`src/design/pds_pkg.sv`:
```
// ----------------------------------------------------------------------------
// pds_pkg
// Shared types and constants for the pll divider solver.
// ----------------------------------------------------------------------------
package pds_pkg;

    // fixed field widths
    localparam int TW  = 29;   // target frequency
    localparam int WW  = 32;   // pll register word
    localparam int DW  = 27;   // reference clock
    localparam int FBW = 12;   // full feedback divider

    // frequency bands
    localparam logic [TW-1:0] BAND_LOW  = 29'd50000000;
    localparam logic [TW-1:0] BAND_MID1 = 29'd100000000;
    localparam logic [TW-1:0] BAND_MID2 = 29'd200000000;
    localparam logic [TW-1:0] BAND_HIGH = 29'd400000000;

    // feedback divider limits
    localparam int unsigned FB_MIN = 52;
    localparam int unsigned FB_MAX = 400;
    localparam int unsigned FB_SAT = 4095;

    // output divider codes
    localparam logic [1:0] OD_LOW  = 2'd3;
    localparam logic [1:0] OD_MID  = 2'd2;
    localparam logic [1:0] OD_HIGH = 2'd1;
    localparam logic [1:0] OD_NONE = 2'd0;

    localparam logic [DW-1:0] REF_CLK_RESET = 27'd12000000;

    typedef enum logic [1:0] {
        S_IDLE,
        S_LAUNCH,
        S_WAIT
    } t_state;

    // divider status toward the controller
    typedef struct packed {
        logic done;
        logic exact;
    } t_div_status;

endpackage

```
`src/design/pds_divider.sv`:
```
// ----------------------------------------------------------------------------
// pds_divider
// Bit-serial restoring divider, one quotient bit per cycle.
// ----------------------------------------------------------------------------
module pds_divider #(
    parameter int PW = 36
) (
    input  logic                      i_clk,
    input  logic                      i_rst_n,
    input  logic                      i_start,
    input  logic [PW-1:0]             i_dividend,
    input  logic [pds_pkg::DW-1:0]    i_divisor,
    output pds_pkg::t_div_status      o_status,
    output logic [PW-1:0]             o_quotient
);
    import pds_pkg::*;

    localparam int CW = (PW > 1) ? $clog2(PW) : 1;

    logic          r_busy;
    logic          r_done;
    logic [CW-1:0] r_cnt;
    logic [DW-1:0] r_rem;
    logic [PW-1:0] r_dq;

    logic [DW:0]   trial;
    logic [DW:0]   diff;
    logic          ge;
    logic [DW-1:0] n_rem;

    // one trial subtraction per cycle
    always_comb begin
        trial = {r_rem, r_dq[PW-1]};
        ge    = trial >= {1'b0, i_divisor};
        diff  = trial - {1'b0, i_divisor};
        n_rem = ge ? diff[DW-1:0] : trial[DW-1:0];
    end

    // control
    always_ff @(posedge i_clk) begin
        if (!i_rst_n) begin
            r_busy <= 1'b0;
            r_done <= 1'b0;
            r_cnt  <= '0;
        end else begin
            r_done <= 1'b0;
            if (i_start) begin
                r_busy <= 1'b1;
                r_cnt  <= '0;
            end else if (r_busy) begin
                r_cnt <= r_cnt + CW'(1);
                if (r_cnt == CW'(PW - 1)) begin
                    r_busy <= 1'b0;
                    r_done <= 1'b1;
                end
            end
        end
    end

    // dividend shifts out, quotient shifts in
    always_ff @(posedge i_clk) begin
        if (i_start) begin
            r_rem <= '0;
            r_dq  <= i_dividend;
        end else if (r_busy) begin
            r_rem <= n_rem;
            r_dq  <= {r_dq[PW-2:0], ge};
        end
    end

    assign o_status.done  = r_done;
    assign o_status.exact = (r_rem == '0);
    assign o_quotient     = r_dq;

endmodule

```
`src/design/pll_divider_solver.sv`:
```
// An out-of-band target is answered without a division; otherwise the result follows
// up to REF_DIV_LAST serial divisions (PW = 31 + clog2(REF_DIV_LAST+2), 34 by
// default).
// One transaction at a time: for an in-band target, busy stays high until the result strobe.
// The receiver cannot stall; each result is shown for one cycle.
// Reset: idle, no strobe, reference clock register at 12 MHz.
// ----------------------------------------------------------------------------
// pll_divider_solver
// Chooses output, reference and feedback dividers for a target frequency.
// ----------------------------------------------------------------------------
module pll_divider_solver #(
    parameter int REF_DIV_LAST = 6
) (
    input  logic                     i_clk,
    input  logic                     i_rst_n,
    input  logic                     i_cfg_we,
    input  logic [pds_pkg::DW-1:0]   i_cfg_data,
    input  logic                     i_start,
    output logic                     o_busy,
    input  logic [pds_pkg::TW-1:0]   i_target_hz,
    input  logic [pds_pkg::WW-1:0]   i_current_word,
    output logic                     o_valid,
    output logic [pds_pkg::WW-1:0]   o_new_word,
    output logic [pds_pkg::FBW-1:0]  o_feedback_full,
    output logic [1:0]               o_output_div,
    output logic [2:0]               o_reference_div,
    output logic                     o_odd_feedback,
    output logic                     o_search_failed,
    output logic                     o_feedback_too_high,
    output logic                     o_band_error
);
    import pds_pkg::*;

    localparam int RW = $clog2(REF_DIV_LAST + 2);
    localparam int SW = TW + 2;
    localparam int PW = SW + RW;

    t_state           r_state, n_state;
    logic [DW-1:0]    r_ref_clk;
    logic [SW-1:0]    r_step;
    logic [PW-1:0]    r_prod;
    logic [WW-1:0]    r_word;
    logic [1:0]       r_od;
    logic [RW-1:0]    r_ref;
    logic             r_first;
    logic             r_below;

    logic             r_valid;
    logic [WW-1:0]    r_new_word;
    logic [FBW-1:0]   r_fb;
    logic [1:0]       r_odiv;
    logic [2:0]       r_rdiv;
    logic             r_odd;
    logic             r_fail;
    logic             r_high;
    logic             r_berr;

    logic             accept;
    logic [1:0]       od;
    logic             band_err;
    logic [SW-1:0]    step;
    logic [DW-1:0]    divisor;
    logic             div_start;
    t_div_status      div_st;
    logic [PW-1:0]    q;

    logic             q_lt_min, q_le_max, start_search, below_eff;
    logic             found, at_last, finish_direct, finish, failed;
    logic [RW-1:0]    ref_out;
    logic [4:0]       ref_field;

    // configuration register
    always_ff @(posedge i_clk) begin
        if (!i_rst_n) begin
            r_ref_clk <= REF_CLK_RESET;
        end else if (i_cfg_we) begin
            r_ref_clk <= i_cfg_data;
        end
    end

    assign divisor = (r_ref_clk == '0) ? DW'(1) : r_ref_clk;

    // band decode of the incoming target
    always_comb begin
        band_err = 1'b0;
        if (i_target_hz >= BAND_LOW && i_target_hz < BAND_MID1) begin
            od = OD_LOW;
        end else if (i_target_hz >= BAND_MID1 && i_target_hz < BAND_MID2) begin
            od = OD_MID;
        end else if (i_target_hz >= BAND_MID2 && i_target_hz <= BAND_HIGH) begin
            od = OD_HIGH;
        end else begin
            od       = OD_NONE;
            band_err = 1'b1;
        end
        step = SW'(i_target_hz) * SW'(od);
    end

    assign accept = i_start && !o_busy;

    // serial divider
    pds_divider #(
        .PW (PW)
    ) u_div (
        .i_clk      (i_clk),
        .i_rst_n    (i_rst_n),
        .i_start    (div_start),
        .i_dividend (r_prod),
        .i_divisor  (divisor),
        .o_status   (div_st),
        .o_quotient (q)
    );

    // evaluation of one division result
    always_comb begin
        q_lt_min      = q < PW'(FB_MIN);
        q_le_max      = q <= PW'(FB_MAX);
        start_search  = q_lt_min || (q_le_max && !div_st.exact);
        below_eff     = r_first ? q_lt_min : r_below;
        found         = !q_lt_min && (below_eff || q_le_max) && div_st.exact && !q[0];
        at_last       = (r_ref == RW'(REF_DIV_LAST));
        finish_direct = r_first && !start_search;
        finish        = finish_direct || found || at_last;
        failed        = !finish_direct && !found && at_last;
        ref_out       = failed ? RW'(REF_DIV_LAST + 1) : r_ref;
        ref_field     = 5'(ref_out);
    end

    // next state
    always_comb begin
        n_state = r_state;
        case (r_state)
            S_IDLE: begin
                if (accept && !band_err) n_state = S_LAUNCH;
            end
            S_LAUNCH: begin
                n_state = S_WAIT;
            end
            S_WAIT: begin
                if (div_st.done) n_state = finish ? S_IDLE : S_LAUNCH;
            end
            default: begin
                n_state = S_IDLE;
            end
        endcase
    end

    // state outputs
    always_comb begin
        case (r_state)
            S_IDLE: begin
                o_busy    = 1'b0;
                div_start = 1'b0;
            end
            S_LAUNCH: begin
                o_busy    = 1'b1;
                div_start = 1'b1;
            end
            default: begin
                o_busy    = 1'b1;
                div_start = 1'b0;
            end
        endcase
    end

    always_ff @(posedge i_clk) begin
        if (!i_rst_n) begin
            r_state <= S_IDLE;
        end else begin
            r_state <= n_state;
        end
    end

    // search datapath
    always_ff @(posedge i_clk) begin
        if (accept) begin
            r_step  <= step;
            r_prod  <= PW'({step, 1'b0});
            r_word  <= i_current_word;
            r_od    <= od;
            r_ref   <= RW'(2);
            r_first <= 1'b1;
            r_below <= 1'b0;
        end else if (r_state == S_WAIT && div_st.done && !finish) begin
            r_prod  <= r_first ? r_prod : r_prod + PW'(r_step);
            r_ref   <= r_first ? r_ref : r_ref + RW'(1);
            r_first <= 1'b0;
            r_below <= below_eff;
        end
    end

    // result strobe
    always_ff @(posedge i_clk) begin
        if (!i_rst_n) begin
            r_valid <= 1'b0;
        end else begin
            r_valid <= (accept && band_err) || (r_state == S_WAIT && div_st.done && finish);
        end
    end

    // result registers
    always_ff @(posedge i_clk) begin
        if (accept && band_err) begin
            r_new_word <= i_current_word;
            r_fb       <= '0;
            r_odiv     <= OD_NONE;
            r_rdiv     <= '0;
            r_odd      <= 1'b0;
            r_fail     <= 1'b0;
            r_high     <= 1'b0;
            r_berr     <= 1'b1;
        end else if (r_state == S_WAIT && div_st.done && finish) begin
            r_new_word <= {q[8:1], r_word[23:18], r_od, r_word[15:13], ref_field,
                           r_word[7:0]};
            r_fb       <= (q > PW'(FB_SAT)) ? FBW'(FB_SAT) : q[FBW-1:0];
            r_odiv     <= r_od;
            r_rdiv     <= 3'(ref_out);
            r_odd      <= q[0];
            r_fail     <= failed;
            r_high     <= finish_direct && !q_le_max;
            r_berr     <= 1'b0;
        end
    end

    assign o_valid             = r_valid;
    assign o_new_word          = r_new_word;
    assign o_feedback_full     = r_fb;
    assign o_output_div        = r_odiv;
    assign o_reference_div     = r_rdiv;
    assign o_odd_feedback      = r_odd;
    assign o_search_failed     = r_fail;
    assign o_feedback_too_high = r_high;
    assign o_band_error        = r_berr;

`ifndef SYNTH
    // a result is only issued once the search has released the block
    a_valid_idle: assert property (@(posedge i_clk) disable iff (!i_rst_n)
        o_valid |-> !o_busy)
        else $error("result strobe while busy");

    // an in-band transaction always starts a division
    a_launch: assert property (@(posedge i_clk) disable iff (!i_rst_n)
        (accept && !band_err) |=> (r_state == S_LAUNCH))
        else $error("in-band transaction did not launch a division");

    // divider completion only while waiting on it
    a_div_done: assert property (@(posedge i_clk) disable iff (!i_rst_n)
        div_st.done |-> (r_state == S_WAIT))
        else $error("divider finished outside wait state");

    // an exhausted search reports the divider past the last one
    a_fail_ref: assert property (@(posedge i_clk) disable iff (!i_rst_n)
        (o_valid && o_search_failed) |-> (o_reference_div == 3'(REF_DIV_LAST + 1)))
        else $error("failed search with wrong reference divider");
`endif

endmodule
```
`config.mk`:
```
export PLATFORM = sky130hd
export DESIGN_NAME = pll_divider_solver
export DESIGN_NICKNAME = d
export VERILOG_FILES = /design/src/design/pds_pkg.sv /design/src/design/pds_divider.sv /design/src/design/pll_divider_solver.sv
export SDC_FILE = /design/constraint.sdc
export NUM_CORES = 1
export LEC_CHECK = 0
export ABC_AREA = 1
export BUFFER_PORTS_ARGS = -buffer_cell sky130_fd_sc_hd__buf_2
export CAP_MARGIN = 20
export CORE_ASPECT_RATIO = 1.5
export CORE_MARGIN = 3
export CORE_UTILIZATION = 30
export CTS_CLUSTER_SIZE = 40
export DETAILED_ROUTE_END_ITERATION = 16
export GPL_TIMING_DRIVEN = 0
export SLEW_MARGIN = 20
export SYNTH_ARGS = -nofsm -noshare
export SYNTH_HDL_FRONTEND = slang
export SYNTH_SLANG_ARGS = --single-unit
```
`constraint.sdc`:
```
create_clock -name i_clk -period 4.3 [get_ports i_clk]
set_input_delay 0.86 -clock i_clk [delete_from_list [all_inputs] [get_ports i_clk]]
set_output_delay 0.86 -clock i_clk [all_outputs]
set_load 0.005 [all_outputs]
```
======== Word-level counts from Yosys, hierarchy flattened ========
Index checks and enable logic that the tools add are counted.
word-level totals
  register bits ........................... 248
  input port bits ......................... 92
  output and inout port bits .............. 55
  word-level logic and storage cells ...... 119
operators by class
  $add $sub $neg .......................... 4
  multipliers ............................. 1
  order comparisons ....................... 10
  equality and inequality tests ........... 7
  multiplexer cells ....................... 28
  bitwise gates (word level) .............. 3
  reductions and logical operators ........ 42
operator list
  operator                                                          count
  two-way mux 32 bit                                                5
  two-way mux 34 bit                                                2
  logical NOT 27 bit                                                2
  two-way mux 27 bit                                                2
  adder 34 x 31 -> 34 bit                                           1
  > comparator 34 x 12 -> 1 bit (second input constant)             1
  less-or-equal comparator 34 x 9 -> 1 bit (second input constant)  1
  < comparator 34 x 6 -> 1 bit (second input constant)              1
  multiplier 29 x 2 -> 31 bit                                       1
  >= comparator 29 x 26 -> 1 bit (second input constant)            1
  >= comparator 29 x 27 -> 1 bit (second input constant)            1
  >= comparator 29 x 28 -> 1 bit (second input constant)            1
  less-or-equal comparator 29 bit (second input constant)           1
  < comparator 29 x 27 -> 1 bit (second input constant)             1
  < comparator 29 x 28 -> 1 bit (second input constant)             1
  >= comparator 28 x 27 -> 1 bit                                    1
  subtractor 27 bit                                                 1
  logical AND 1 bit                                                 17
  two-way mux 1 bit                                                 12
  two-way mux 12 bit                                                1
  logical NOT 1 bit                                                 9
  two-way mux 2 bit                                                 4
  adder 6 x 1 -> 6 bit (second input constant)                      1
  equality test 6 bit (second input constant)                       1
  14 further kinds                                                  26

======== Logic depth before layout (Yosys ltp) ========
Gate-level depths: netlist (run 1).
  depth in word-level cells ............... 12
  depth in mapped cells ................... 27
  depth with buffers taken out ............ 25

======== Hierarchy ========
From an unflattened synthesis (run 1), not the netlist that was laid out.
second synthesis, totals
  cells, all modules ...................... 2294
  area, all modules ....................... 16515.8 sq um
by module, submodules not included
  module              instances  cells each  area each (sq um)  sequential area each (sq um)
  pll_divider_solver  1          1441        11019.3            4574.4
  pds_divider         1          853         5496.5             1721.7

======== Worst setup path after synthesis (run 1) ========
Ideal clock, no wire load.
  kind .................................... input -> register
  start ................................... input port i_target_hz[10] (netlist bit)
  end ..................................... register r_prod[27], data pin
  arrival ................................. 3547 ps
  data required time ...................... 4039 ps
  slack ................................... 492 ps
  stages .................................. 20
  path buffers ............................ 2
  path through ............................ inv_1 > nand2_1 > o31ai_1 > nor3_2 > o21ai_2 > nand2_2 > inv_1 > buf_2 > buf_6 > nor2_1 > ha_1 > or2_2 > nand2_1 > o21ai_0 > a21oi_1 > or2_2 > nand2_1 > nand2_1 > nand3_1 > o21ai_0
between the ends
  longest elaborated chain between the ends .. 7
  elaborated cells between the ends (all ways) .. 14
  classes of those cells .................. 1 x mul; 6 x order compare; 4 x mux; 3 x reduce/logical
RTL lines
  element                                                                                   line                       text
  start: declaration                                                                        pll_divider_solver.sv:20   input logic [pds_pkg::TW-1:0] i_target_hz,
  >= comparator 29 x 28 -> 1 bit / less-or-equal comparator 29 bit (equally long branches)  pll_divider_solver.sv:90   end else if (i_target_hz >= BAND_MID2 && i_target_hz <= BAND_HIGH) begin
  logical AND 1 bit                                                                         pll_divider_solver.sv:90
  two-way mux 1 bit                                                                         pll_divider_solver.sv:90
  two-way mux 2 bit                                                                         pll_divider_solver.sv:88   end else if (i_target_hz >= BAND_MID1 && i_target_hz < BAND_MID2) begin
  two-way mux 2 bit *                                                                       pll_divider_solver.sv:86   if (i_target_hz >= BAND_LOW && i_target_hz < BAND_MID1) begin
  via od[0]                                                                                 pll_divider_solver.sv:59   logic [1:0] od;
  multiplier 29 x 2 -> 31 bit *                                                             pll_divider_solver.sv:96   step = SW'(i_target_hz) * SW'(od);
  two-way mux 32 bit *                                                                      pll_divider_solver.sv:176  if (accept) begin
  end signal: assignment                                                                    pll_divider_solver.sv:178  r_prod <= PW'({step, 1'b0});
  end signal: assignment                                                                    pll_divider_solver.sv:185  r_prod <= r_first ? r_prod : r_prod + PW'(r_step);
  end: declaration                                                                          pll_divider_solver.sv:41   logic [PW-1:0] r_prod;
The timed path passes the listed nets; every way through them passes the cells marked *.
A chain may end at the register's enable or synchronous reset.

======== Worst setup path after layout (run 1) ========
  start ................................... input port i_target_hz[11] (netlist bit)
  end ..................................... register r_prod[27], data pin
between the ends
  elaborated cells between the ends (all ways) .. 14
  classes of those cells .................. 1 x mul; 6 x order compare; 4 x mux; 3 x reduce/logical
RTL lines
  element                                                                                 line
  >= comparator 29 x 27 -> 1 bit / < comparator 29 x 28 -> 1 bit (equally long branches)  pll_divider_solver.sv:88
  logical AND 1 bit                                                                       pll_divider_solver.sv:88
  two-way mux 2 bit                                                                       pll_divider_solver.sv:88
  two-way mux 2 bit *                                                                     pll_divider_solver.sv:86
  via od[1]                                                                               pll_divider_solver.sv:59
  multiplier 29 x 2 -> 31 bit *                                                           pll_divider_solver.sv:96
  two-way mux 32 bit *                                                                    pll_divider_solver.sv:176
Marks and branches as above.

==> results of run 1 <==
## flip-flops by register name, summed over array words and instances (netlist names), 6 cells and up
register	cells
o_new_word	32
r_prod	34
o_feedback_full	12
u_div.o_quotient	34
r_step	31
u_div.r_cnt	6
r_word	17
r_ref_clk	27
u_div.r_rem	27
## cell families after synthesis
kind of cell             after synthesis  share of synthesized area [%]
AND/OR/NAND/NOR                      982                           26.2
other                                  1                         0.0234
flip-flops                           241                           39.3
AO/OA/AOI/OAI                        400                           14.7
adder cells (fa/ha/maj)               93                           7.41
buffers and inverters                360                           9.17
XOR/XNOR                              57                           3.12
## layout by cell type, fill, tap and decap left out, types with 4 or more instances in the layout
cell type	count
sky130_fd_sc_hd__nand2_1	470
sky130_fd_sc_hd__inv_1	298
sky130_fd_sc_hd__nor2_1	264
sky130_fd_sc_hd__buf_2	150
sky130_fd_sc_hd__edfxtp_1	147
sky130_fd_sc_hd__a21oi_1	137
sky130_fd_sc_hd__o21ai_0	133
sky130_fd_sc_hd__nand3_1	108
sky130_fd_sc_hd__dfxtp_1	94
sky130_fd_sc_hd__ha_1	90
sky130_fd_sc_hd__nor3_1	40
sky130_fd_sc_hd__clkbuf_1	32
sky130_fd_sc_hd__o21ai_1	31
sky130_fd_sc_hd__nand4_1	28
sky130_fd_sc_hd__xor2_1	28
sky130_fd_sc_hd__xnor2_1	28
sky130_fd_sc_hd__clkbuf_16	27
sky130_fd_sc_hd__o211ai_1	22
sky130_fd_sc_hd__o21ai_2	20
sky130_fd_sc_hd__o22ai_2	16
sky130_fd_sc_hd__or2_2	14
sky130_fd_sc_hd__nand2_2	12
sky130_fd_sc_hd__nor2_2	11
sky130_fd_sc_hd__buf_6	11
sky130_fd_sc_hd__o21bai_1	11
sky130_fd_sc_hd__inv_2	8
sky130_fd_sc_hd__nand3_2	7
sky130_fd_sc_hd__buf_4	7
sky130_fd_sc_hd__nor4_1	6
sky130_fd_sc_hd__nand3b_1	5
sky130_fd_sc_hd__clkbuf_8	5
sky130_fd_sc_hd__a21oi_2	4
sky130_fd_sc_hd__a21o_1	4
sky130_fd_sc_hd__a31oi_1	4
sky130_fd_sc_hd__a21boi_0	4
## critical path: stages
cell and delay (ns):
sky130_fd_sc_hd__buf_2 0.12, sky130_fd_sc_hd__nor2_2 0.14, sky130_fd_sc_hd__nand3_1 0.16, sky130_fd_sc_hd__inv_1 0.09, sky130_fd_sc_hd__nand2_1 0.06, sky130_fd_sc_hd__nand2_1 0.08, sky130_fd_sc_hd__nand3_1 0.10, sky130_fd_sc_hd__and2_1 0.19
sky130_fd_sc_hd__o21bai_4 0.23, sky130_fd_sc_hd__nand2_1 0.17, sky130_fd_sc_hd__inv_4 0.16, sky130_fd_sc_hd__buf_4 0.19, sky130_fd_sc_hd__nor2_1 0.05, sky130_fd_sc_hd__ha_1 0.36, sky130_fd_sc_hd__a21o_1 0.24, sky130_fd_sc_hd__a21oi_1 0.23
sky130_fd_sc_hd__inv_1 0.07, sky130_fd_sc_hd__a21oi_1 0.33, sky130_fd_sc_hd__or2_2 0.22, sky130_fd_sc_hd__nand3b_1 0.09, sky130_fd_sc_hd__nand3_1 0.13, sky130_fd_sc_hd__o21ai_0 0.12
## through the flow
step	power (mW)	util, %	setup TNS, ns	setup WS, ns	cell area [um^2]
4_1_cts	9.81	35.1	0	0.0400	18500
3_5_place_dp	7.48	33.4	-21.98	-0.805	17600
6_report	9.76	35.3	0	0.177	18600
2_1_floorplan	6.20	-	0	0.492	16000
5_1_grt	10.4	35.3	0	0.00384	18600
3_3_place_gp	7.44	33.4	-33.19	-0.761	17600
## layer usage
metal | routed length [um] | part of all wire (%) | GRT usage (%) | vias to the layer above
li1 | - | - | - | 7421
met1 | 19100 | 39 | 17.9 | 6810
met2 | 25900 | 52 | 32.5 | 332
met3 | 1770 | 3.6 | 1.68 | 119
met4 | 2500 | 5.1 | 7.94 | 2
met5 | 12 | 0.024 | 0 | -
## worst max-delay path by stage
stage	slack, ns	endpoint	cells after the start	startpoint
6_report	0.18	r_prod[27]	22	i_target_hz[11]
5_1_grt	0.004	r_prod[26]	22	i_target_hz[11]
4_1_cts	0.04	r_prod[28]	27	i_target_hz[11]
3_5_place_dp	-0.81	r_prod[27]	21	i_target_hz[10]
3_3_place_gp	-0.76	r_prod[27]	21	i_target_hz[8]
2_1_floorplan	0.49	r_prod[27]	20	i_target_hz[10]
## Yosys cell counts (all sizes together), types with 2 or more instances
library cell	n
nor2	277
a21oi	142
xor2	29
dfxtp	94
a21o	4
nand4	30
o22ai	16
o21ai	185
clkbuf	25
and3	2
o31ai	2
nor3	43
nor4	7
or2	14
xnor2	28
nand3b	5
a31oi	5
o211ai	22
nand3	115
edfxtp	147
fa	3
ha	90
inv	309
and2	3
a211oi	2
o21bai	12
o21a	3
a21boi	4
nor3b	2
buf	25
nand2	483
## final cells by class
class	instances	area share (%)
sequential	241	33.9
clock buffer	40	4.16
inverter	310	6.30
tap	682	4.59
buffer	50	1.65
multi-input combinational	1533	44.8
clock inverter	10	0.572
timing repair buffer	147	4.09
## power by group through the flow
stage          clock, mW  sequential (mW)  combinational (mW)
2_1_floorplan          0             3.32                2.88
3_3_place_gp           0             3.44                3.99
3_5_place_dp           0             3.44                4.04
4_1_cts             2.35             3.39                4.07
5_1_grt             2.43             3.44                4.56
6_report            2.30             3.39                4.07
## timing repair
item | CTS | global route
buffers inserted | 0 | 1
gates resized for setup | 4 | 18
pin swaps | 0 | 3
setup endpoints to repair | 9 | 16
==> impl_metrics.prom, run 1 <==
# TYPE chip_impl_metric gauge
chip_impl_metric{name="vdd_drop_max",unit="V"} 0.000323
chip_impl_metric{name="report.final.hold_viol_count",unit=""} 0
chip_impl_metric{name="largest_net_degree_at_the_start_of_global_routing",unit=""} 52
chip_impl_info{name="hold_end",value="o_band_error"} 1
chip_impl_metric{name="number_of_flip_flops_and_latches_in_the_synthesized_netlist",unit=""} 241
chip_impl_info{name="r2r_end",value="u_div.o_quotient[0]"} 1
chip_impl_metric{name="finalNonFillerCells",unit=""} 3013
chip_impl_metric{name="pin_count",unit=""} 147
chip_impl_metric{name="grt_usage",unit="%"} 16.7
chip_impl_metric{name="via_count",unit=""} 14700
chip_impl_metric{name="portBuffers",unit=""} 145
chip_impl_metric{name="cts.clk_slew.worst_paths",unit="ns"} 0.06
chip_impl_metric{name="number_of_diodes_added_for_antenna_fixing",unit=""} 0
chip_impl_metric{name="core.rowCount",unit=""} 103
chip_impl_metric{name="multi_input_comb_area",unit="um^2"} 8330
chip_impl_metric{name="cts_buffers",unit=""} 27
chip_impl_info{name="min-delay-path-class",value="reg2reg"} 1
chip_impl_metric{name="power.switching",unit="mW"} 4.04
chip_impl_metric{name="via_count_of_the_first_global_routing_pass",unit=""} 14800
chip_impl_metric{name="clock.fmax",unit="MHz"} 243
chip_impl_metric{name="ant_nets",unit=""} 0
chip_impl_metric{name="post_route_cells_drive_above_1_share",unit="%"} 13.9
chip_impl_metric{name="finalWirelength",unit="mm"} 49.3
chip_impl_metric{name="die_height",unit="um"} 289
chip_impl_metric{name="area_growth_syn_to_layout",unit="%"} 16.2
chip_impl_metric{name="insertion_delay",unit="ns"} 0.57
chip_impl_metric{name="synth-edff-count",unit=""} 147
chip_impl_metric{name="dp_hpwl",unit="mm"} 40.1
chip_impl_metric{name="post_synth.cell_area_avg",unit="um^2"} 7.50
chip_impl_metric{name="overflow",unit=""} 0
chip_impl_metric{name="final-seq-area",unit="um^2"} 6300
chip_impl_metric{name="drt-initial-drc-count",unit=""} 682
chip_impl_info{name="hold_path_startpoint",value="o_band_error"} 1
chip_impl_metric{name="synth_nets",unit=""} 2319
chip_impl_metric{name="rrSetupSlack",unit="ns"} 0.93
chip_impl_metric{name="finalCritPeriodShare",unit="%"} 95.9
chip_impl_metric{name="die_area",unit="um^2"} 56200
chip_impl_metric{name="pwr-share-clk",unit="%"} 23.6
chip_impl_info{name="regToRegStartpoint",value="r_ref_clk[16]"} 1
chip_impl_metric{name="ys_async_sr_fraction",unit="%"} 0
chip_impl_metric{name="synth-warning-count",unit=""} 0
chip_impl_info{name="worstSetupPathType",value="in2reg"} 1
chip_impl_info{name="run_status",value="finished, final reports clean"} 1
chip_impl_metric{name="internal_power",unit="mW"} 5.72
chip_impl_info{name="end_kind",value="flop"} 1
chip_impl_info{name="rsz0062_at_grt",value="yes"} 1
chip_impl_metric{name="timing.final.crit_period",unit="ns"} 4.12
chip_impl_metric{name="core_region_area",unit="um^2"} 52700
chip_impl_metric{name="power.sequential.fraction",unit="%"} 34.7
chip_impl_metric{name="drt_pre_antenna_iters",unit=""} 5
chip_impl_metric{name="sequential_cell_area_fraction_in_the_yosys_report",unit="%"} 39.3
chip_impl_metric{name="pwr-share-comb",unit="%"} 41.7
chip_impl_metric{name="fin_skew",unit="ns"} 0.0189
chip_impl_metric{name="slew-limit-headroom",unit="%"} 34.4
chip_impl_info{name="synth_top_cells_by_area",value="sky130_fd_sc_hd__edfxtp_1 (28%), sky130_fd_sc_hd__dfxtp_1 (12%), sky130_fd_sc_hd__nand2_1 (11%), sky130_fd_sc_hd__ha_1 (7.0%), sky130_fd_sc_hd__inv_1 (7.0%)"} 1
chip_impl_metric{name="antenna_violations_before_repair",unit=""} 1
chip_impl_metric{name="cts.sink_count",unit=""} 241
chip_impl_metric{name="initial_core_util",unit="%"} 30.4
chip_impl_metric{name="cts_htree_levels",unit=""} 1
chip_impl_metric{name="postSynthCellCount",unit=""} 2134
chip_impl_metric{name="final.fill_count",unit=""} 5569
chip_impl_metric{name="gp_congestion",unit=""} 0.958
chip_impl_metric{name="critical_path_required",unit="ns"} 4.60
chip_impl_metric{name="synth_area",unit="um^2"} 16000
chip_impl_metric{name="netlist.area_leader.share",unit="%"} 27.6
chip_impl_metric{name="total_of_max_cap_violations",unit=""} 0
chip_impl_metric{name="post_synth_num_cell_types",unit=""} 54
chip_impl_metric{name="crit_path_max_fanout",unit=""} 10
chip_impl_metric{name="p_sw_share",unit="%"} 41.4
chip_impl_metric{name="power.density_cell_area",unit="nW/um^2"} 525
chip_impl_info{name="cts-root-buf",value="sky130_fd_sc_hd__clkbuf_16"} 1
chip_impl_metric{name="placedCellCount",unit=""} 2962
chip_impl_metric{name="die_width",unit="um"} 195
chip_impl_info{name="synth_area_leader_cell",value="sky130_fd_sc_hd__edfxtp_1"} 1
chip_impl_metric{name="maxSlewViolCount",unit=""} 0
chip_impl_metric{name="grt_first_pass_wirelength",unit="mm"} 76.2
chip_impl_metric{name="cts-root-to-sink-buffers",unit=""} 3
chip_impl_metric{name="postCtsHoldBufs",unit=""} 0
chip_impl_metric{name="r2r_cells",unit=""} 18
chip_impl_metric{name="cp_data_arrival_time",unit="ns"} 4.43
chip_impl_metric{name="wl_per_cell",unit="um"} 16.4
chip_impl_metric{name="hold_ws",unit="ns"} 0.455
chip_impl_metric{name="fin_nets",unit=""} 2495
chip_impl_metric{name="via_per_inst",unit=""} 4.87
chip_impl_metric{name="setup_viol",unit=""} 0
chip_impl_info{name="cts_tree",value="yes"} 1
chip_impl_metric{name="p_leak",unit="nW"} 8.40
chip_impl_metric{name="final_routed_drc_violation_total",unit=""} 0
chip_impl_metric{name="whs_path_depth",unit=""} 2
chip_impl_metric{name="worst_slew_pin_slew",unit="ns"} 0.983
chip_impl_info{name="critical_path.startpoint_type",value="input pin"} 1
chip_impl_info{name="postSynth.topFlopCell",value="sky130_fd_sc_hd__edfxtp_1"} 1
Note: power is estimated with default switching activity, not from simulation.
==> inputs of run 2 (changes only) <==
--- a/config.mk
+++ b/config.mk
@@ -10,10 +10,11 @@
 export CAP_MARGIN = 20
 export CORE_ASPECT_RATIO = 1.5
 export CORE_MARGIN = 3
-export CORE_UTILIZATION = 30
+export CORE_UTILIZATION = 61
 export CTS_CLUSTER_SIZE = 40
 export DETAILED_ROUTE_END_ITERATION = 16
 export GPL_TIMING_DRIVEN = 0
+export PLACE_DENSITY = 0.82
 export SLEW_MARGIN = 20
 export SYNTH_ARGS = -nofsm -noshare
 export SYNTH_HDL_FRONTEND = slang
==> constraint.sdc (replaced) <==
create_clock -name i_clk -period 4.3 [get_ports i_clk]
set_input_delay 0.86 -clock i_clk [delete_from_list [all_inputs] [get_ports i_clk]]
set_output_delay 0.86 -clock i_clk [all_outputs]
set_load 0.05 [all_outputs]
==> impl_metrics.prom, run 2 (synthesized netlist as in run 1, its figures left out) <==
# TYPE chip_impl_metric gauge
chip_impl_info{name="cts-root-buf",value="sky130_fd_sc_hd__clkbuf_16"} 1
chip_impl_info{name="end_kind",value="flop"} 1
chip_impl_metric{name="maxSlewViolCount",unit=""} 0
chip_impl_info{name="hold_end",value="u_div.r_rem[26]"} 1
chip_impl_metric{name="cts.sink_count",unit=""} 241
chip_impl_metric{name="grt_first_pass_wirelength",unit="mm"} 74.7
chip_impl_metric{name="largest_net_degree_at_the_start_of_global_routing",unit=""} 53
chip_impl_metric{name="grt_use_met1",unit="%"} 32.7
chip_impl_metric{name="timing.final.crit_period",unit="ns"} 4.12
chip_impl_metric{name="finalWirelength",unit="mm"} 48.3
chip_impl_metric{name="finalNonFillerCells",unit=""} 2657
chip_impl_metric{name="vdd_drop_max",unit="V"} 0.000501
chip_impl_info{name="timing.critical_path.slowest_stage_cell",value="sky130_fd_sc_hd__o21ai_1"} 1
chip_impl_metric{name="drt_pre_antenna_iters",unit=""} 8
chip_impl_metric{name="place_area",unit="um^2"} 17200
chip_impl_metric{name="global_route.usage.met2",unit="%"} 63.3
chip_impl_metric{name="via_count_of_the_first_global_routing_pass",unit=""} 14900
chip_impl_metric{name="worst_slew_pin_slew",unit="ns"} 0.962
chip_impl_metric{name="number_of_diodes_added_for_antenna_fixing",unit=""} 0
chip_impl_info{name="cts_tree",value="yes"} 1
chip_impl_metric{name="overflow",unit=""} 0
chip_impl_metric{name="cp_data_arrival_time",unit="ns"} 4.39
chip_impl_metric{name="core.rowCount",unit=""} 72
chip_impl_metric{name="initial_core_util",unit="%"} 61.9
chip_impl_info{name="top_cell_family_by_delay_on_the_critical_path",value="simple AND/OR/NAND/NOR gates"} 1
chip_impl_metric{name="dp_hpwl",unit="mm"} 38.6
chip_impl_info{name="cp_common_cell",value="sky130_fd_sc_hd__nand2_1"} 1
chip_impl_metric{name="cts-root-to-sink-buffers",unit=""} 3
chip_impl_metric{name="cts.clk_slew.worst_paths",unit="ns"} 0.06
chip_impl_metric{name="p_leak",unit="nW"} 8.33
chip_impl_info{name="layout_commonest_cell",value="sky130_fd_sc_hd__nand2_1"} 1
chip_impl_metric{name="final_area",unit="um^2"} 18000
chip_impl_metric{name="ant_nets",unit=""} 0
chip_impl_info{name="hold_path_startpoint",value="u_div.r_rem[26]"} 1
chip_impl_metric{name="gp_congestion",unit=""} 0.976
chip_impl_info{name="critical_path.startpoint_type",value="input pin"} 1
chip_impl_metric{name="cpPeakStageDelay",unit="ns"} 0.46
chip_impl_metric{name="clock.fmax",unit="MHz"} 243
chip_impl_metric{name="report.final.hold_viol_count",unit=""} 0
chip_impl_metric{name="critical_path_buf_inv_count",unit=""} 5
chip_impl_metric{name="rrSetupSlack",unit="ns"} 0.97
chip_impl_metric{name="core_region_area",unit="um^2"} 25900
chip_impl_metric{name="wl_per_cell",unit="um"} 18.2
chip_impl_metric{name="post_route_cells_drive_above_1_share",unit="%"} 13.9
chip_impl_metric{name="finalCritPeriodShare",unit="%"} 95.8
chip_impl_metric{name="placedCellCount",unit=""} 2613
chip_impl_metric{name="power.density_cell_area",unit="nW/um^2"} 526
chip_impl_metric{name="grt_usage",unit="%"} 33.1
chip_impl_metric{name="pin_count",unit=""} 147
chip_impl_info{name="r2r_end",value="u_div.r_rem[20]"} 1
chip_impl_metric{name="die_height",unit="um"} 204
chip_impl_metric{name="whs_path_depth",unit=""} 2
chip_impl_metric{name="slew-limit-headroom",unit="%"} 35.9
chip_impl_info{name="timing.critical_path.cells",value="buf_2 > inv_1 > nand4_1 > nor2_1 > a21oi_1 > nand3_1 > nand2_1 > nand2_2 > nand2_2 > inv_1 > clkbuf_4 > buf_6 > nor2_1 > ha_1 > or2_2 > nand2_1 > o21ai_1 > a21oi_2 > or2_2 > nand2_1 > nand2_1 > nand3_1 > o21ai_0"} 1
chip_impl_metric{name="via_per_inst",unit=""} 5.72
chip_impl_metric{name="via_count",unit=""} 15200
chip_impl_metric{name="die_area",unit="um^2"} 28300
chip_impl_info{name="global_route.peak_usage_layer",value="met2"} 1
chip_impl_info{name="regToRegStartpoint",value="r_ref_clk[0]"} 1
chip_impl_metric{name="fin_skew",unit="ns"} 0.0127
chip_impl_metric{name="total_of_max_cap_violations",unit=""} 0
chip_impl_metric{name="use_met3",unit="%"} 3.11
chip_impl_metric{name="critical_path_required",unit="ns"} 4.57
chip_impl_metric{name="antenna_violations_before_repair",unit=""} 0
chip_impl_info{name="layout.cells.most_common_list",value="sky130_fd_sc_hd__nand2_1 (470), sky130_fd_sc_hd__inv_1 (298), sky130_fd_sc_hd__nor2_1 (262)"} 1
chip_impl_info{name="worstSetupPathType",value="in2reg"} 1
chip_impl_metric{name="area_growth_syn_to_layout",unit="%"} 12.4
chip_impl_metric{name="final_routed_drc_violation_total",unit=""} 0
chip_impl_metric{name="portBuffers",unit=""} 145
chip_impl_metric{name="insertion_delay",unit="ns"} 0.53
chip_impl_info{name="run_status",value="finished, final reports clean"} 1
chip_impl_metric{name="crit_path_max_fanout",unit=""} 10
chip_impl_metric{name="cts_buffers",unit=""} 22
chip_impl_metric{name="r2r_cells",unit=""} 20
chip_impl_metric{name="cts_htree_levels",unit=""} 1
chip_impl_metric{name="die_width",unit="um"} 138
chip_impl_metric{name="drt-initial-drc-count",unit=""} 1248
chip_impl_info{name="min-delay-path-class",value="reg2reg"} 1
chip_impl_metric{name="setup_viol",unit=""} 0
chip_impl_metric{name="fin_nets",unit=""} 2493
chip_impl_metric{name="final.fill_count",unit=""} 2152
[run 2: worst max path at each step]
stage                          from    endpoint  slack (ns)  cells after the start
floorplan           i_target_hz[10]  r_prod[27]        0.49                     20
finish              i_target_hz[27]  r_prod[27]        0.18                     23
CTS                 i_target_hz[27]  r_prod[26]        0.02                     22
global placement    i_target_hz[10]  r_prod[27]       -0.89                     21
global route        i_target_hz[11]  r_prod[28]       -0.04                     28
detailed placement  i_target_hz[10]  r_prod[27]       -0.95                     21
[run 2: routing by layer]
metal / vias up / wire [um] / share of wire, %
met4: 0 / 4300 / 8.9
met5: - / 0 / 0
met1: 7010 / 16300 / 34
met3: 192 / 2210 / 4.6
met2: 600 / 25500 / 53
li1: 7408 / - / -
[run 2: power by group]
group / internal (mW) / total (mW) / switching (mW) / leakage (nW)
logic: 1.34 / 4.17 / 2.83 / 5.81
registers: 3.07 / 3.39 / 0.322 / 2.18
clock network: 1.03 / 1.91 / 0.874 / 0.343
total: 5.44 / 9.47 / 4.02 / 8.33
[run 2: worst reg2reg max path: cells and delay by family, from the launching register on]
family          cells  cell delay [ns]
simple gates       13             1.71
buf+inv             3             0.47
fa+ha+maj           2             0.43
flops               1             0.33
compound gates      2             0.25
[run 2: layout make-up]
class | instances | area (um^2) | area share, %
buffer | 50 | 307 | 1.70
clock inverter | 11 | 72.6 | 0.403
timing repair buffer | 150 | 783 | 4.35
clock buffer | 29 | 627 | 3.48
sequential | 241 | 6300 | 35.0
inverter | 310 | 1170 | 6.50
multi-input combinational | 1533 | 8320 | 46.3
tap | 333 | 417 | 2.32
[run 2: metrics by stage]
step	hold slack [ns]	power (mW)	setup TNS, ns	util [%]	worst slack (ns)
global route	0.486	10.1	-0.0515	69.6	-0.0408
floorplan	0.442	6.31	0	-	0.492
CTS	0.473	9.41	0	69.2	0.0239
finish	0.474	9.47	0	69.6	0.182
detailed placement	0.463	7.49	-18.51	66.5	-0.953
global placement	0.445	7.41	-18.24	66.3	-0.887
[run 2: repair_timing]
| action | CTS | global route |
|---|---|---|
| endpoints found under the setup margin | 10 | 29 |
| pin swaps | 0 | 3 |
| hold buffers | 0 | 0 |
| buffers inserted | 0 | 4 |
| resized for setup | 4 | 17 |
==> inputs of run 3 (changes only) <==
--- a/config.mk
+++ b/config.mk
@@ -9,7 +9,7 @@
 export BUFFER_PORTS_ARGS = -buffer_cell sky130_fd_sc_hd__buf_2
 export CAP_MARGIN = 20
 export CORE_ASPECT_RATIO = 1.5
-export CORE_MARGIN = 3
+export CORE_MARGIN = 1
 export CORE_UTILIZATION = 61
 export CTS_CLUSTER_SIZE = 40
 export DETAILED_ROUTE_END_ITERATION = 16
==> impl_metrics.prom, run 3 (synthesized netlist as in run 1, its figures left out) <==
# TYPE chip_impl_metric gauge
chip_impl_metric{name="p_total",unit="mW"} 9.65
chip_impl_metric{name="gp_congestion",unit=""} 0.994
chip_impl_metric{name="cp_data_arrival_time",unit="ns"} 4.49
chip_impl_metric{name="cpPeakStageDelay",unit="ns"} 0.40
chip_impl_metric{name="maxSlewViolCount",unit=""} 0
chip_impl_metric{name="finalNonFillerCells",unit=""} 2656
chip_impl_metric{name="internal_power",unit="mW"} 5.53
chip_impl_info{name="min-delay-path-class",value="reg2reg"} 1
chip_impl_metric{name="final.fill_count",unit=""} 2171
chip_impl_info{name="r2r_end",value="u_div.o_quotient[0]"} 1
chip_impl_metric{name="power.density_cell_area",unit="nW/um^2"} 533
chip_impl_metric{name="critical_path_required",unit="ns"} 4.56
chip_impl_metric{name="initial_core_util",unit="%"} 62.1
chip_impl_metric{name="place_area",unit="um^2"} 17200
chip_impl_metric{name="p_leak",unit="nW"} 8.37
chip_impl_metric{name="portBuffers",unit=""} 145
chip_impl_metric{name="slew-limit-headroom",unit="%"} 28.1
chip_impl_metric{name="setup_viol",unit=""} 0
chip_impl_metric{name="r2r_cells",unit=""} 18
chip_impl_metric{name="die_width",unit="um"} 134
chip_impl_metric{name="via_count_of_the_first_global_routing_pass",unit=""} 15300
chip_impl_info{name="layout.cells.most_common_list",value="sky130_fd_sc_hd__nand2_1 (468), sky130_fd_sc_hd__inv_1 (298), sky130_fd_sc_hd__nor2_1 (260)"} 1
chip_impl_info{name="worstSetupPathType",value="in2reg"} 1
chip_impl_metric{name="die_area",unit="um^2"} 26900
chip_impl_metric{name="timing.final.crit_period",unit="ns"} 4.23
chip_impl_metric{name="finalCritPeriodShare",unit="%"} 98.4
chip_impl_metric{name="drt-initial-drc-count",unit=""} 970
chip_impl_metric{name="dp_hpwl",unit="mm"} 39.7
chip_impl_metric{name="pin_count",unit=""} 147
chip_impl_metric{name="crit_path_max_fanout",unit=""} 10
chip_impl_metric{name="largest_net_degree_at_the_start_of_global_routing",unit=""} 52
chip_impl_metric{name="total_of_max_cap_violations",unit=""} 0
chip_impl_info{name="layout_commonest_cell",value="sky130_fd_sc_hd__nand2_1"} 1
chip_impl_info{name="rsz0062_at_grt",value="yes"} 1
chip_impl_metric{name="report.final.hold_viol_count",unit=""} 0
chip_impl_metric{name="cts-root-to-sink-buffers",unit=""} 3
chip_impl_metric{name="worst_slew_pin_slew",unit="ns"} 1.08
chip_impl_metric{name="postLayoutCoreUtil",unit="%"} 70.3
chip_impl_info{name="cp_common_cell",value="sky130_fd_sc_hd__nand2_1"} 1
chip_impl_metric{name="fin_skew",unit="ns"} 0.0117
chip_impl_metric{name="multi_input_comb_area",unit="um^2"} 8430
chip_impl_metric{name="power.sequential.fraction",unit="%"} 35.2
chip_impl_metric{name="via_per_inst",unit=""} 5.76
chip_impl_metric{name="core.rowCount",unit=""} 72
chip_impl_metric{name="cts_buffers",unit=""} 23
chip_impl_metric{name="drt_pre_antenna_iters",unit=""} 6
chip_impl_metric{name="grt_first_pass_wirelength",unit="mm"} 77.0
chip_impl_metric{name="post_route_cells_drive_above_1_share",unit="%"} 14.6
chip_impl_metric{name="grt_usage",unit="%"} 37.2
chip_impl_metric{name="cts.sink_count",unit=""} 241
chip_impl_metric{name="pwr-share-clk",unit="%"} 20.9
chip_impl_info{name="cts_tree",value="yes"} 1
chip_impl_metric{name="whs_path_depth",unit=""} 2
chip_impl_metric{name="overflow",unit=""} 0
chip_impl_metric{name="final_routed_drc_violation_total",unit=""} 0
chip_impl_info{name="hold_end",value="o_band_error"} 1
chip_impl_metric{name="power.switching",unit="mW"} 4.12
chip_impl_metric{name="cts.clk_slew.worst_paths",unit="ns"} 0.06
chip_impl_metric{name="placement.setup.worst_slack",unit="ns"} -1.05
chip_impl_metric{name="insertion_delay",unit="ns"} 0.54
chip_impl_metric{name="finalWirelength",unit="mm"} 50.0
chip_impl_metric{name="final_area",unit="um^2"} 18100
chip_impl_metric{name="core_region_area",unit="um^2"} 25800
chip_impl_metric{name="cts_htree_levels",unit=""} 1
chip_impl_metric{name="via_count",unit=""} 15300
chip_impl_info{name="end_kind",value="flop"} 1
chip_impl_info{name="timing.critical_path.cells",value="buf_2 > nor2_2 > nand3_1 > inv_1 > nand2_1 > nand2_1 > nand3_1 > and2_1 > o21bai_4 > nand2_1 > inv_4 > buf_4 > nor2_1 > ha_1 > a21oi_2 > o21ai_0 > a21oi_1 > nand3_2 > xnor2_1 > o21ai_0"} 1
chip_impl_info{name="run_status",value="finished, final reports clean"} 1
chip_impl_metric{name="number_of_diodes_added_for_antenna_fixing",unit=""} 0
chip_impl_metric{name="rrSetupSlack",unit="ns"} 0.87
chip_impl_metric{name="ant_nets",unit=""} 0
chip_impl_info{name="critical_path.startpoint_type",value="input pin"} 1
chip_impl_metric{name="wl_per_cell",unit="um"} 18.8
chip_impl_metric{name="hold_ws",unit="ns"} 0.460
chip_impl_metric{name="clock.fmax",unit="MHz"} 236
chip_impl_info{name="hold_path_startpoint",value="o_band_error"} 1
chip_impl_info{name="cts-root-buf",value="sky130_fd_sc_hd__clkbuf_16"} 1
chip_impl_metric{name="die_height",unit="um"} 200
chip_impl_metric{name="vdd_drop_max",unit="V"} 0.000404
chip_impl_metric{name="final.setup.worst_slack",unit="ns"} 0.0704
chip_impl_metric{name="antenna_violations_before_repair",unit=""} 0
chip_impl_metric{name="pwr-share-comb",unit="%"} 44.0
chip_impl_metric{name="area_growth_syn_to_layout",unit="%"} 13.2
chip_impl_metric{name="final-seq-area",unit="um^2"} 6300
chip_impl_info{name="timing.critical_path.slowest_stage_cell",value="sky130_fd_sc_hd__ha_1"} 1
chip_impl_info{name="regToRegStartpoint",value="r_ref_clk[0]"} 1
chip_impl_metric{name="placedCellCount",unit=""} 2613
chip_impl_metric{name="fin_setup_tns",unit="ns"} 0
chip_impl_metric{name="fin_nets",unit=""} 2491
chip_impl_metric{name="p_sw_share",unit="%"} 42.7
run 3: how the worst max path moves through the flow:
| stage | from | cells past startpoint | slack, ns | end |
|---|---|---|---|---|
| after floorplan | i_target_hz[10] | 20 | 0.49 | r_prod[27] |
| after global placement | i_target_hz[10] | 21 | -1.03 | r_prod[27] |
| after detailed placement | i_target_hz[10] | 21 | -1.05 | r_prod[27] |
| after CTS | i_target_hz[11] | 24 | 0.04 | r_prod[14] |
| after global routing | i_target_hz[11] | 24 | -0.06 | r_prod[19] |
| final | i_target_hz[11] | 20 | 0.07 | r_prod[24] |
run 3: metal layers:
| metal | up-vias | routed length (um) | global-route usage [%] |
|---|---|---|---|
| li1 | 7405 | - | - |
| met1 | 7043 | 16600 | 34.8 |
| met2 | 616 | 26400 | 69.7 |
| met3 | 225 | 2260 | 3.94 |
| met4 | 0 | 4740 | 33.9 |
| met5 | - | 0 | 0 |
run 3: layout make-up:
class	instances	area share, %
clock buffers	31	3.54
multi-input cells	1533	46.5
flip-flops and latches	241	34.7
well taps	333	2.30
inverters	310	6.46
clock inverters	11	0.532
plain buffers	50	1.69
repair buffers	147	4.20
run 3: timing repair:
| action | CTS | global route |
|---|---|---|
| setup endpoints to repair | 23 | 30 |
| hold buffers | 0 | 0 |
| gates cloned | 0 | 0 |
| buffers inserted | 0 | 1 |
| resized for setup | 11 | 41 |
| pin swaps | 0 | 3 |
run 3: power by group through the flow:
| stage | sequential [mW] | clock [mW] | combinational, mW |
|---|---|---|---|
| after global placement | 3.43 | 0 | 4.03 |
| after CTS | 3.38 | 2.01 | 4.15 |
| after floorplan | 3.41 | 0 | 2.89 |
| final | 3.39 | 2.01 | 4.24 |
| after detailed placement | 3.43 | 0 | 4.11 |
| after global routing | 3.44 | 2.10 | 4.67 |
run 3: worst max-delay path: cells and delay by family:
kind                     cells  cell delay [ns]
AO/OA/AOI/OAI                5             1.20
AND/OR/NAND/NOR              9             1.18
buffers and inverters        4             0.58
adder cells (fa/ha/maj)      1             0.40
XOR/XNOR                     1             0.26
